[config.mk]
export PLATFORM = sky130hd
export DESIGN_NAME = stepper_blind_motion_controller
export DESIGN_NICKNAME = d
export VERILOG_FILES = /design/src/sbmc_pkg.sv /design/src/stepper_blind_motion_controller.sv /design/src/sbmc_cfg.sv /design/src/sbmc_core.sv
export SDC_FILE = /design/constraint.sdc
export NUM_CORES = 1
export LEC_CHECK = 0
export BUFFER_PORTS_ARGS = -buffer_cell sky130_fd_sc_hd__buf_2
export CORE_ASPECT_RATIO = 2
export CORE_MARGIN = 1.5
export CORE_UTILIZATION = 55
export CTS_CLUSTER_SIZE = 20
export DETAILED_ROUTE_END_ITERATION = 10
export PLACE_DENSITY = 0.74
export SLEW_MARGIN = 0
export SYNTH_ARGS = -nofsm -noshare
export SYNTH_HDL_FRONTEND = slang
export SYNTH_SLANG_ARGS = --single-unit
[constraint.sdc]
create_clock -name clk -period 40.8 [get_ports clk]
set_input_delay 8.16 -clock clk [delete_from_list [all_inputs] [get_ports clk]]
set_output_delay 8.16 -clock clk [all_outputs]
set_load 0.03 [all_outputs]
[src/sbmc_pkg.sv]
// Shared types, constants and helper functions for the stepper blind motion controller.
// Depends on nothing; every other file of the block imports it.
`timescale 1ns / 1ps
`default_nettype none

package sbmc_pkg;

	// Travel geometry.
	localparam int FULL_TRAVEL    = 4910;
	localparam int SLOWDOWN_STEPS = 100;
	localparam logic signed [15:0] FULL_TRAVEL_S = 16'(FULL_TRAVEL);
	localparam logic signed [15:0] SLOW_NEAR_TOP = 16'(FULL_TRAVEL - SLOWDOWN_STEPS);
	localparam logic signed [15:0] SLOW_NEAR_BOTTOM = 16'(SLOWDOWN_STEPS);
	localparam logic [7:0] SLOWDOWN_INIT = 8'(SLOWDOWN_STEPS);

	// Fixed timing.
	localparam logic [16:0] CFG_PHASE_US  = 17'd3000;
	localparam logic [31:0] SETUP_LOCK_US = 32'd100000;

	// Reciprocal for position * 100 / FULL_TRAVEL. Rounding up with this shift makes
	// the truncated product exact for every dividend below 2^22.
	localparam int PCT_SHIFT = 37;
	localparam logic [63:0] PCT_RECIP =
		((64'd1 << PCT_SHIFT) + 64'(FULL_TRAVEL) - 64'd1) / 64'(FULL_TRAVEL);

	// Item actions.
	localparam logic [1:0] ACT_TICK = 2'd0;
	localparam logic [1:0] ACT_UP   = 2'd1;
	localparam logic [1:0] ACT_DOWN = 2'd2;
	localparam logic [1:0] ACT_LOAD = 2'd3;

	// Configuration register indexes.
	localparam logic [2:0] CFG_CONFIGURE_MODE = 3'd0;
	localparam logic [2:0] CFG_REVERSED       = 3'd1;
	localparam logic [2:0] CFG_UP_LOW         = 3'd2;
	localparam logic [2:0] CFG_UP_HIGH        = 3'd3;
	localparam logic [2:0] CFG_DOWN_LOW       = 3'd4;
	localparam logic [2:0] CFG_DOWN_HIGH      = 3'd5;
	localparam logic [2:0] CFG_EXTRA_LOW      = 3'd6;
	localparam logic [2:0] CFG_HOLD_LOCK      = 3'd7;

	// Reported mode codes.
	localparam logic [1:0] MODE_CODE_STOPPED = 2'd0;
	localparam logic [1:0] MODE_CODE_HOLD    = 2'd1;
	localparam logic [1:0] MODE_CODE_SETUP   = 2'd2;
	localparam logic [1:0] MODE_CODE_RUNNING = 2'd3;

	// Position classes.
	localparam logic [1:0] CLASS_CLOSED = 2'd0;
	localparam logic [1:0] CLASS_OPEN   = 2'd1;
	localparam logic [1:0] CLASS_AJAR   = 2'd2;

	typedef enum logic [3:0] {
		MODE_STOPPED = 4'b0001,
		MODE_HOLD    = 4'b0010,
		MODE_SETUP   = 4'b0100,
		MODE_RUNNING = 4'b1000
	} mode_t;

	typedef struct packed {
		logic [1:0]         action;
		logic [31:0]        now_us;
		logic signed [15:0] load_distance;
	} cmd_item_t;

	typedef struct packed {
		logic               step_level;
		logic               dir_level;
		logic               motor_enable;
		logic [1:0]         mode_code;
		logic signed [15:0] travel;
		logic [6:0]         open_percent;
		logic [1:0]         position_class;
		logic               save_strobe;
		logic               idle;
	} res_item_t;

	typedef struct packed {
		logic        configure_mode;
		logic        reversed;
		logic [15:0] up_low_us;
		logic [15:0] up_high_us;
		logic [15:0] down_low_us;
		logic [15:0] down_high_us;
		logic [15:0] extra_low_us;
		logic [23:0] hold_lock_us;
	} cfg_t;

	typedef struct packed {
		mode_t              mode;
		logic [31:0]        mode_time;
		logic [31:0]        phase_time;
		logic               step_phase;
		logic               moving_up;
		logic signed [15:0] position;
		logic [7:0]         slowdown_left;
		logic               step_out;
		logic               dir_pin;
		logic               motor_on;
	} motion_state_t;

	function automatic logic [1:0] mode_code_of(input mode_t m);
		logic [1:0] code;
		unique case (m)
			MODE_STOPPED: code = MODE_CODE_STOPPED;
			MODE_HOLD:    code = MODE_CODE_HOLD;
			MODE_SETUP:   code = MODE_CODE_SETUP;
			MODE_RUNNING: code = MODE_CODE_RUNNING;
			default:      code = MODE_CODE_STOPPED;
		endcase
		return code;
	endfunction

	// Opening in percent: zero at or below closed, full at or above full travel,
	// otherwise the truncated quotient through the reciprocal multiply.
	function automatic logic [6:0] percent_of(input logic signed [15:0] pos);
		logic [21:0] scaled;
		logic [52:0] prod;
		logic [6:0]  pct;
		scaled = ({7'd0, pos[14:0]} << 6) + ({7'd0, pos[14:0]} << 5)
			+ ({7'd0, pos[14:0]} << 2);
		prod = {31'd0, scaled} * {22'd0, PCT_RECIP[30:0]};
		if (pos <= 16'sd0) begin
			pct = 7'd0;
		end else if (pos >= FULL_TRAVEL_S) begin
			pct = 7'd100;
		end else begin
			pct = prod[PCT_SHIFT+6:PCT_SHIFT];
		end
		return pct;
	endfunction

endpackage

`default_nettype wire

[src/stepper_blind_motion_controller.sv]
// Top level of the stepper blind motion controller: handshake, state and result registers.
// Depends on sbmc_pkg, sbmc_cfg and sbmc_core.
//
// Usage. Items enter on the cmd channel (cmd_valid, cmd_stall, cmd) and are either
// time ticks with a microsecond timestamp, pull up or pull down commands, or a load
// of a stored position. Every item yields exactly one result item on the res channel
// (res_valid, res_stall, res), carrying the step, direction and motor enable pin
// levels, the mode, the position with its percent and class, the save strobe and
// the idle flag. An item is taken at a clock edge where valid is high and stall low.
// The item is captured in the input register, then the updated motion state and the
// result are registered together. Throughput is one item per cycle while res_stall is
// low; the core's next-state logic and percent reciprocal multiply are combinational
// and so allow that rate, since each item depends on the state the previous one left.
// While the receiver stalls, the result register holds, the input register keeps one
// more item, and cmd_stall rises only when both are full. Reset, asynchronous and
// active low, leaves the block stopped with the motor unpowered, the position at zero
// and the state, valid and configuration registers at their defaults. The user must
// write configuration registers through cfg_we, cfg_index and cfg_data only while the
// block is idle (not enforced by the block); they take effect on the items that follow.
`timescale 1ns / 1ps
`default_nettype none

module stepper_blind_motion_controller (
	input  wire logic                clk,
	input  wire logic                arst_n,
	input  wire logic                cfg_we,
	input  wire logic [2:0]          cfg_index,
	input  wire logic [23:0]         cfg_data,
	input  wire logic                cmd_valid,
	output logic                     cmd_stall,
	input  wire sbmc_pkg::cmd_item_t cmd,
	output logic                     res_valid,
	input  wire logic                res_stall,
	output sbmc_pkg::res_item_t      res
);
	import sbmc_pkg::*;

	cfg_t          cfg;
	motion_state_t state_q;
	motion_state_t state_next;
	res_item_t     res_next;

	cmd_item_t cmd_s1;
	logic      valid_s1;
	res_item_t res_s2;
	logic      valid_s2;

	logic advance;
	logic fire;

	sbmc_cfg u_cfg (
		.clk       (clk),
		.arst_n    (arst_n),
		.cfg_we    (cfg_we),
		.cfg_index (cfg_index),
		.cfg_data  (cfg_data),
		.cfg       (cfg)
	);

	sbmc_core u_core (
		.cfg (cfg),
		.st  (state_q),
		.cmd (cmd_s1),
		.ns  (state_next),
		.res (res_next)
	);

	// The captured item moves on whenever the result register is empty or being read.
	assign advance   = !valid_s2 || !res_stall;
	assign fire      = valid_s1 && advance;
	assign cmd_stall = valid_s1 && !advance;

	always_ff @(posedge clk or negedge arst_n) begin
		if (!arst_n) begin
			valid_s1 <= 1'b0;
		end else if (!cmd_stall) begin
			valid_s1 <= cmd_valid;
		end
	end

	always_ff @(posedge clk) begin
		if (!cmd_stall && cmd_valid) begin
			cmd_s1 <= cmd;
		end
	end

	// Motion state commits together with the result of the item that produced it.
	always_ff @(posedge clk or negedge arst_n) begin
		if (!arst_n) begin
			state_q.mode          <= MODE_STOPPED;
			state_q.mode_time     <= 32'd0;
			state_q.phase_time    <= 32'd0;
			state_q.step_phase    <= 1'b0;
			state_q.moving_up     <= 1'b0;
			state_q.position      <= 16'sd0;
			state_q.slowdown_left <= 8'd0;
			state_q.step_out      <= 1'b0;
			state_q.dir_pin       <= 1'b0;
			state_q.motor_on      <= 1'b0;
		end else if (fire) begin
			state_q <= state_next;
		end
	end

	always_ff @(posedge clk or negedge arst_n) begin
		if (!arst_n) begin
			valid_s2 <= 1'b0;
		end else if (advance) begin
			valid_s2 <= valid_s1;
		end
	end

	always_ff @(posedge clk) begin
		if (fire) begin
			res_s2 <= res_next;
		end
	end

	assign res_valid = valid_s2;
	assign res       = res_s2;

endmodule

`default_nettype wire

[src/sbmc_cfg.sv]
// Configuration register file of the stepper blind motion controller.
// Depends on sbmc_pkg for the register indexes and the cfg_t struct.
`timescale 1ns / 1ps
`default_nettype none

module sbmc_cfg (
	input  wire logic          clk,
	input  wire logic          arst_n,
	input  wire logic          cfg_we,
	input  wire logic [2:0]    cfg_index,
	input  wire logic [23:0]   cfg_data,
	output sbmc_pkg::cfg_t     cfg
);
	import sbmc_pkg::*;

	cfg_t cfg_q;

	always_ff @(posedge clk or negedge arst_n) begin
		if (!arst_n) begin
			cfg_q.configure_mode <= 1'b0;
			cfg_q.reversed       <= 1'b0;
			cfg_q.up_low_us      <= 16'd1800;
			cfg_q.up_high_us     <= 16'd1000;
			cfg_q.down_low_us    <= 16'd900;
			cfg_q.down_high_us   <= 16'd800;
			cfg_q.extra_low_us   <= 16'd1000;
			cfg_q.hold_lock_us   <= 24'd3000000;
		end else if (cfg_we) begin
			unique case (cfg_index)
				CFG_CONFIGURE_MODE: cfg_q.configure_mode <= cfg_data[0];
				CFG_REVERSED:       cfg_q.reversed       <= cfg_data[0];
				CFG_UP_LOW:         cfg_q.up_low_us      <= cfg_data[15:0];
				CFG_UP_HIGH:        cfg_q.up_high_us     <= cfg_data[15:0];
				CFG_DOWN_LOW:       cfg_q.down_low_us    <= cfg_data[15:0];
				CFG_DOWN_HIGH:      cfg_q.down_high_us   <= cfg_data[15:0];
				CFG_EXTRA_LOW:      cfg_q.extra_low_us   <= cfg_data[15:0];
				CFG_HOLD_LOCK:      cfg_q.hold_lock_us   <= cfg_data;
			endcase
		end
	end

	assign cfg = cfg_q;

endmodule

`default_nettype wire

[src/sbmc_core.sv]
// Next-state and result logic of the stepper blind motion controller for one item.
// Depends on sbmc_pkg for the item, state and configuration types.
`timescale 1ns / 1ps
`default_nettype none

module sbmc_core (
	input  wire sbmc_pkg::cfg_t          cfg,
	input  wire sbmc_pkg::motion_state_t st,
	input  wire sbmc_pkg::cmd_item_t     cmd,
	output sbmc_pkg::motion_state_t      ns,
	output sbmc_pkg::res_item_t          res
);
	import sbmc_pkg::*;

	logic        near_end;
	logic        extra_on;
	logic [16:0] low_us;
	logic [15:0] high_us;
	logic [31:0] interval;
	logic [31:0] mode_elapsed;
	logic [31:0] phase_elapsed;
	logic        tick_may_move;

	// Phase lengths and limits from the state before the item; a tick does not
	// change direction or position before these are consulted.
	always_comb begin
		near_end = (st.position > SLOW_NEAR_TOP) || (st.position < SLOW_NEAR_BOTTOM);
		extra_on = near_end || (st.moving_up && (st.slowdown_left != 8'd0));
		if (cfg.configure_mode) begin
			low_us  = CFG_PHASE_US;
			high_us = CFG_PHASE_US[15:0];
		end else begin
			low_us = {1'b0, st.moving_up ? cfg.up_low_us : cfg.down_low_us}
				+ {1'b0, extra_on ? cfg.extra_low_us : 16'd0};
			high_us = st.moving_up ? cfg.up_high_us : cfg.down_high_us;
		end
		interval = st.step_phase ? {16'd0, high_us} : {15'd0, low_us};
		mode_elapsed  = cmd.now_us - st.mode_time;
		phase_elapsed = cmd.now_us - st.phase_time;
		tick_may_move = cfg.configure_mode
			|| (st.moving_up ? (st.position < FULL_TRAVEL_S) : (st.position > 16'sd0));
	end

	logic up_cmd;
	logic turn;
	logic cmd_may_move;
	logic save;

	always_comb begin
		ns   = st;
		save = 1'b0;
		up_cmd = (cmd.action == ACT_UP);
		turn = (st.moving_up != up_cmd);
		cmd_may_move = cfg.configure_mode
			|| (up_cmd ? (st.position < FULL_TRAVEL_S) : (st.position > 16'sd0));
		unique case (cmd.action)
			ACT_UP, ACT_DOWN: begin
				ns.moving_up = up_cmd;
				if (cmd_may_move && ((st.mode == MODE_STOPPED) || (st.mode == MODE_HOLD)
						|| ((st.mode == MODE_RUNNING) && turn))) begin
					ns.slowdown_left = SLOWDOWN_INIT;
					ns.mode          = MODE_SETUP;
					ns.mode_time     = cmd.now_us;
					ns.motor_on      = 1'b1;
				end
			end
			ACT_LOAD: begin
				ns.position = cmd.load_distance;
			end
			ACT_TICK: begin
				if ((st.mode == MODE_HOLD) && (mode_elapsed > {8'd0, cfg.hold_lock_us})) begin
					ns.motor_on  = 1'b0;
					ns.mode      = MODE_STOPPED;
					ns.mode_time = cmd.now_us;
				end
				if ((st.mode == MODE_SETUP) && (mode_elapsed > SETUP_LOCK_US)) begin
					ns.mode      = MODE_RUNNING;
					ns.mode_time = cmd.now_us;
				end
				if (ns.mode == MODE_RUNNING) begin
					if (tick_may_move) begin
						if (phase_elapsed > interval) begin
							ns.phase_time = cmd.now_us;
							ns.dir_pin    = st.moving_up ^ cfg.reversed;
							ns.step_out   = st.step_phase;
							// A step is counted on the rising edge of the step pin.
							if (st.step_phase) begin
								if (st.moving_up) begin
									if (st.position != 16'sh7fff) begin
										ns.position = st.position + 16'sd1;
									end
								end else if (st.position != -16'sh8000) begin
									ns.position = st.position - 16'sd1;
								end
							end
							ns.step_phase = ~st.step_phase;
							if (st.slowdown_left != 8'd0) begin
								ns.slowdown_left = st.slowdown_left - 8'd1;
							end
						end
					end else begin
						ns.mode       = MODE_HOLD;
						ns.mode_time  = cmd.now_us;
						ns.step_phase = 1'b0;
						ns.step_out   = 1'b0;
						ns.dir_pin    = 1'b0;
						if (cfg.configure_mode) begin
							ns.position = 16'sd0;
						end
						save = 1'b1;
					end
				end
			end
		endcase
	end

	always_comb begin
		res.step_level   = ns.step_out;
		res.dir_level    = ns.dir_pin;
		res.motor_enable = ns.motor_on;
		res.mode_code    = mode_code_of(ns.mode);
		res.travel       = ns.position;
		res.open_percent = percent_of(ns.position);
		if (ns.position == 16'sd0) begin
			res.position_class = CLASS_CLOSED;
		end else if (ns.position == FULL_TRAVEL_S) begin
			res.position_class = CLASS_OPEN;
		end else begin
			res.position_class = CLASS_AJAR;
		end
		res.save_strobe = save;
		res.idle        = (ns.mode == MODE_STOPPED) && !cfg.configure_mode;
	end

endmodule

`default_nettype wire
# --- After elaboration in Yosys (flattened, before gate mapping) ---
# Index checks and enable logic that the tools add are counted.
word_totals:
  reg_bits: 287
  in_bits: 82
  output_inout_bits: 34
  elab_cells: 164
op_classes:
  n_addsub: 8
  mul: 1
  magnitude_cmp: 9
  n_eq_ne: 29
  mux: 40
  n_bitwise: 2
  reduce_logical: 42
op_table:
  columns: ["op", "n"]
  rows:
  - ["$mux 36", 5]
  - ["$mux 16", 10]
  - ["$pmux 36 s2", 1]
  - ["$mux 69", 1]
  - ["$sub 32x32->32", 2]
  - ["$mux 26", 2]
  - ["$mul 22x25->44 const B", 1]
  - ["$mux 17", 2]
  - ["$mux 33", 1]
  - ["$gt 32x17->1 const B", 1]
  - ["$gt 32x24->1", 1]
  - ["$gt 32x32->1", 1]
  - ["$mux 32", 1]
  - ["$ne 16x16->1 const B", 2]
  - ["$pmux 16 s2", 1]
  - ["$mux 8", 3]
  - ["$add 21x20->22", 1]
  - ["$add 22x17->22", 1]
  - ["$reduce_and 2->1", 10]
  - ["$add 16x16->17", 1]
  - ["$add 16x2->16 const B", 1]
  - ["$eq 16x14->1 const B", 1]
  - ["$ge 16x14->1 const B", 1]
  - ["$gt 16x1->1 const B", 1]
  - ["other kinds (39)", 79]

# --- Logic depth before layout (Yosys ltp) ---
logic_depth:
  ltp_word: 16
  depth_mapped: 86
  ltp_nobuf: 83

# --- By module ---
# A second synthesis with hierarchy kept.
hier_totals:
  cells_unflattened: 2918
  area_unflattened_um2: 29504.5
modules_own_cells:
  columns: ["mod", "instances", "cells_each", "area_per_inst_um2", "seq_area_each_um2"]
  rows:
  - ["sbmc_core", 1, 2390, 19037.0, 0.0]
  - ["stepper_blind_motion_controller", 1, 295, 6249.7, 4941.0]
  - ["sbmc_cfg", 1, 233, 4217.8, 2693.8]

# --- Least setup slack after synthesis ---
# Ideal clock, no wire load.
synth_path:
  path_type: "reg2reg"
  from: "reg state_q[3] (netlist name)"
  to: "reg res_s2 (netlist bit res[10]) (data pin)"
  setup_ns: 0.262
  t_arrival_ns: 17.946
  required_ns: 40.538
  setup_slack_ns: 22.592
  path_stages_with_launch: 81
  path_buffers: 2
  synth_period_minus_slack_ns: 18.208
  path_cell_list: "dfrtp_1 -> inv_1 -> ha_1 -> nand2_1 -> or3_1 -> or3_1 -> a221oi_1 -> clkbuf_1 -> nor2b_1 -> ha_1 -> inv_1 -> fa_1 -> nor2b_1 -> o21ai_0 -> a21boi_0 -> o21ai_0 -> a21boi_0 -> o21ai_0 -> (+45 left out) -> inv_1 -> fa_1 -> inv_1 -> fa_1 -> ha_1 -> ha_1 -> a21oi_1 -> o21ai_0 -> a21o_1 -> a31oi_1 -> o22ai_1 -> a21o_1 -> a21o_1 -> a41o_1 -> o21a_1 -> nor2_1 -> xnor2_1 -> a21oi_1"
synth_lines:
  columns: ["item", "line_no", "rtl"]
  rows:
  - ["start, declared", "stepper_blind_motion_controller.sv:39", "motion_state_t state_q;"]
  - ["start signal, assigned", "stepper_blind_motion_controller.sv:101", "state_q <= state_next;"]
  - ["end signal, assigned", "stepper_blind_motion_controller.sv:115", "res_s2 <= res_next;"]
  - ["end, declared", "stepper_blind_motion_controller.sv:45", "res_item_t res_s2;"]

==> key figures <==
Yosys
  • Post-synth EDFFs: 82
  • Syn Area/Cell: 9.76 um^2
  • Synth Warn #: 0
  • Sequential-to-total area share from yosys stat: 27.4%
  • Top_reg_cell synth: dfrtp_1
  • Synth unique cells: 89
  • Post-synth ARST share: 71.4%
  • Syn nets: 3494
  • Seq cells post-synth: 287
  • Post-Synthesis Cells: 2852
  • Post-Syn Area: 27800 um^2

Setup path
  • CP Max Fanout: 16
  • Crit. End Element: flop
  • R2R Path Start: state_q[3]$_DFFE_PN0P_
  • CP most frequent cell: a21oi_1
  • Critical Path Start: state_q[3]$_DFFE_PN0P_
  • R2R setup slack: 20340 ps
  • Startpoint class of the critical path: flop
  • CP max stage delay: 790 ps
  • R2r worst-path depth: 79
  • Crit path to: res[10]$_SDFFCE_PP0P_
  • Slowest CP cell: a2111oi_1
  • Critical Path RT: 41130 ps
  • Critical path class: reg2reg
  • Worst reg2reg path endpoint: res[10]$_SDFFCE_PP0P_
  • Arr. time, crit path: 20790 ps

Cells and area
  • Layout cells sized above 1: 15.1%
  • Synthesis-to-layout area growth: 8.57%
  • Final cell count without fillers: 3612
  • Most common cell after layout, fill and taps aside: inv_1
  • Nets: 3578
  • Fin util: 60.3%
  • Fillcell total: 4251
  • Most frequent cells in the layout: inv_1, ha_1, nand2_1

Clocking
  • Hold Buf Count CTS: 0
  • CTS tree: yes
  • Clock buffer depth: 3
  • Post-CTS sizing: 0
  • CTS Root Cell: clkbuf_16
  • Clock transition at path regs: 60 ps
  • H-Tree Depth: 1
  • Latest clock arrival within the worst-skew pair: 620 ps
  • Clk sink count: 287
  • CTS buffer count: 30
  • Setup Fix Bufs, Post-CTS: 0

Detailed routing
  • Routed wire length: 84900 um
  • Vias: 22000
  • TritonRoute pass-1 iters: 8
  • DR vias/cell: 6.08
  • DR DRC count: 0
  • Initial DRC Count: 1393
  • Routed Antenna Nets: 0
  • Routed len/inst: 23.5 um

Global route
  • Largest net degree at the start of global routing: 85
  • Initial antenna violation count: 6
  • GR Util met2: 62.6%
  • Number of global-route vias before repair: 23300
  • GR peak layer: met2
  • Global route overflow: 0
  • First-pass GRT wire length: 130000 um
  • Grt met1 use: 30.4%
  • All-Layer GR Usage: 33.2%
  • GR Util met3: 3.73%

Floorplanning
  • Core area: 50100 um^2
  • Die Ht: 321 um
  • Initial Utilization: 55.6%
  • Num rows: 116
  • Io pins: 116
  • Die area: 52000 um^2
  • Chip Width: 162 um

Timing
  • Worst slew margin: 5.54%
  • Max Slew Vio Count: 0
  • Final setup TNS: 0 ps
  • Clk_skew: 38.1 ps
  • Tcrit/Tclk final: 50.1%
  • Final Critical Period: 20460 ps
  • Final hold vios: 0
  • Unrepaired setup endpoints after global routing: no
  • Worst-Margin Slew: 1400 ps
  • Worst hold margin: 480 ps
  • Fmax: 0.0489 GHz
  • Final Setup Violations: 0

Run
  • Maxcap violations: 0

Placement
  • PortBufs: 115
  • Placed Cells incl. Taps: 3553
  • Final RePlAce weighted congestion: 1.04
  • DP HPWL: 69100 um

Min path
  • Hold Crit Class: reg2reg

Run status
  • Outcome: complete, no violations
## cell type report
type | count | area [um^2] | area share, %
well taps | 649 | 812 | 2.69
multi-input cells | 2040 | 18300 | 60.4
diodes | 3 | 7.51 | 0.0248
repair buffers | 152 | 862 | 2.85
flip-flops and latches | 287 | 7640 | 25.3
clock buffers | 36 | 825 | 2.73
inverters | 425 | 1600 | 5.28
clock inverters | 20 | 215 | 0.712
## Yosys cell counts (7+ instances only)
cell,count,area (um^2)
nand3_1,32,160
a21oi_1,131,656
nor2_1,115,432
xnor2_1,70,613
a31oi_1,22,138
o21ai_1,7,35.0
mux2_2,167,1880
a2111oi_0,10,87.6
clkbuf_1,87,327
a211oi_1,20,150
or2_2,9,56.3
dfstp_2,34,893
dfrtp_1,171,4280
or3_1,12,75.1
o211ai_1,27,203
inv_1,421,1580
mux2i_1,16,160
o21bai_1,18,135
and2_1,11,68.8
nor2b_1,31,194
a222oi_1,7,70.1
o2111ai_1,9,78.8
xor2_1,28,245
ha_1,368,4600
a21o_1,44,330
fa_1,192,3840
o21a_1,19,143
buf_2,7,35.0
nand2b_1,14,87.6
nand4b_1,9,78.8
edfxtp_1,82,2460
and3_1,15,93.8
a211o_1,8,70.1
o31ai_1,11,82.6
nor3_1,42,210
nand2_1,203,762
o21ai_0,176,881
nor4_1,14,87.6
nand4_1,38,238
a22oi_1,36,270
## cell families (layout without fill, tap and decap cells)
| kind of cell | count (synthesis) | count (layout) | synth area share (%) |
|---|---|---|---|
| flops | 287 | 287 | 27.4 |
| fa+ha+maj | 560 | 560 | 30.4 |
| xor+xnor | 98 | 98 | 3.08 |
| simple gates | 582 | 582 | 10.3 |
| mux | 184 | 184 | 7.39 |
| other cells | 0 | 3 | 0 |
| compound gates | 616 | 616 | 14.3 |
| buf+inv | 525 | 633 | 7.14 |
## per-stage QoR
step | cell area (um^2) | worst slack (ps)
floorplan | 27800 | 22590
global route | 30200 | 19310
CTS | 30200 | 20420
global placement | 29200 | 20960
finish | 30200 | 20340
detailed placement | 29200 | 20550
## worst min path at each step
| stage | from | end | depth (start not counted) |
|---|---|---|---|
| floorplan | state_q[1]$_DFFE_PN0P_ | state_q[1]$_DFFE_PN0P_ | 2 |
| global placement | state_q[1]$_DFFE_PN0P_ | state_q[1]$_DFFE_PN0P_ | 2 |
| detailed placement | state_q[1]$_DFFE_PN0P_ | state_q[1]$_DFFE_PN0P_ | 2 |
| CTS | state_q[1]$_DFFE_PN0P_ | state_q[1]$_DFFE_PN0P_ | 2 |
| global route | u_cfg.cfg[12]$_DFFE_PN0P_ | u_cfg.cfg[12]$_DFFE_PN0P_ | 1 |
| finish | state_q[1]$_DFFE_PN0P_ | state_q[1]$_DFFE_PN0P_ | 2 |
## worst max-delay path, delay by kind of cell (launching register included)
| family | cells | cell delay [ps] |
|---|---|---|
| and+or+nand+nor | 12 | 2710 |
| xor gates and xnor gates | 2 | 320 |
| adders and majority gates | 13 | 4890 |
| AOI/OAI and AO/OA | 45 | 10530 |
| muxes | 1 | 290 |
| buffers and inverters | 6 | 1010 |
| DFF | 1 | 400 |
## routing by layer
layer	part of all wire [%]	vias to the layer above
met5	0.042	-
met4	11	6
met3	4.3	349
met2	53	709
met1	31	10800
li1	-	10100
## registers in the layout, indices dropped and copies added, names as in the netlist
register	flops
u_cfg.cfg	106
res	32
valid_s1	1
cmd_s1	50
res_valid	1
state_q	97
Power is not shown: default switching activity piles up to over one toggle a cycle in this logic, so the estimate is an artifact.
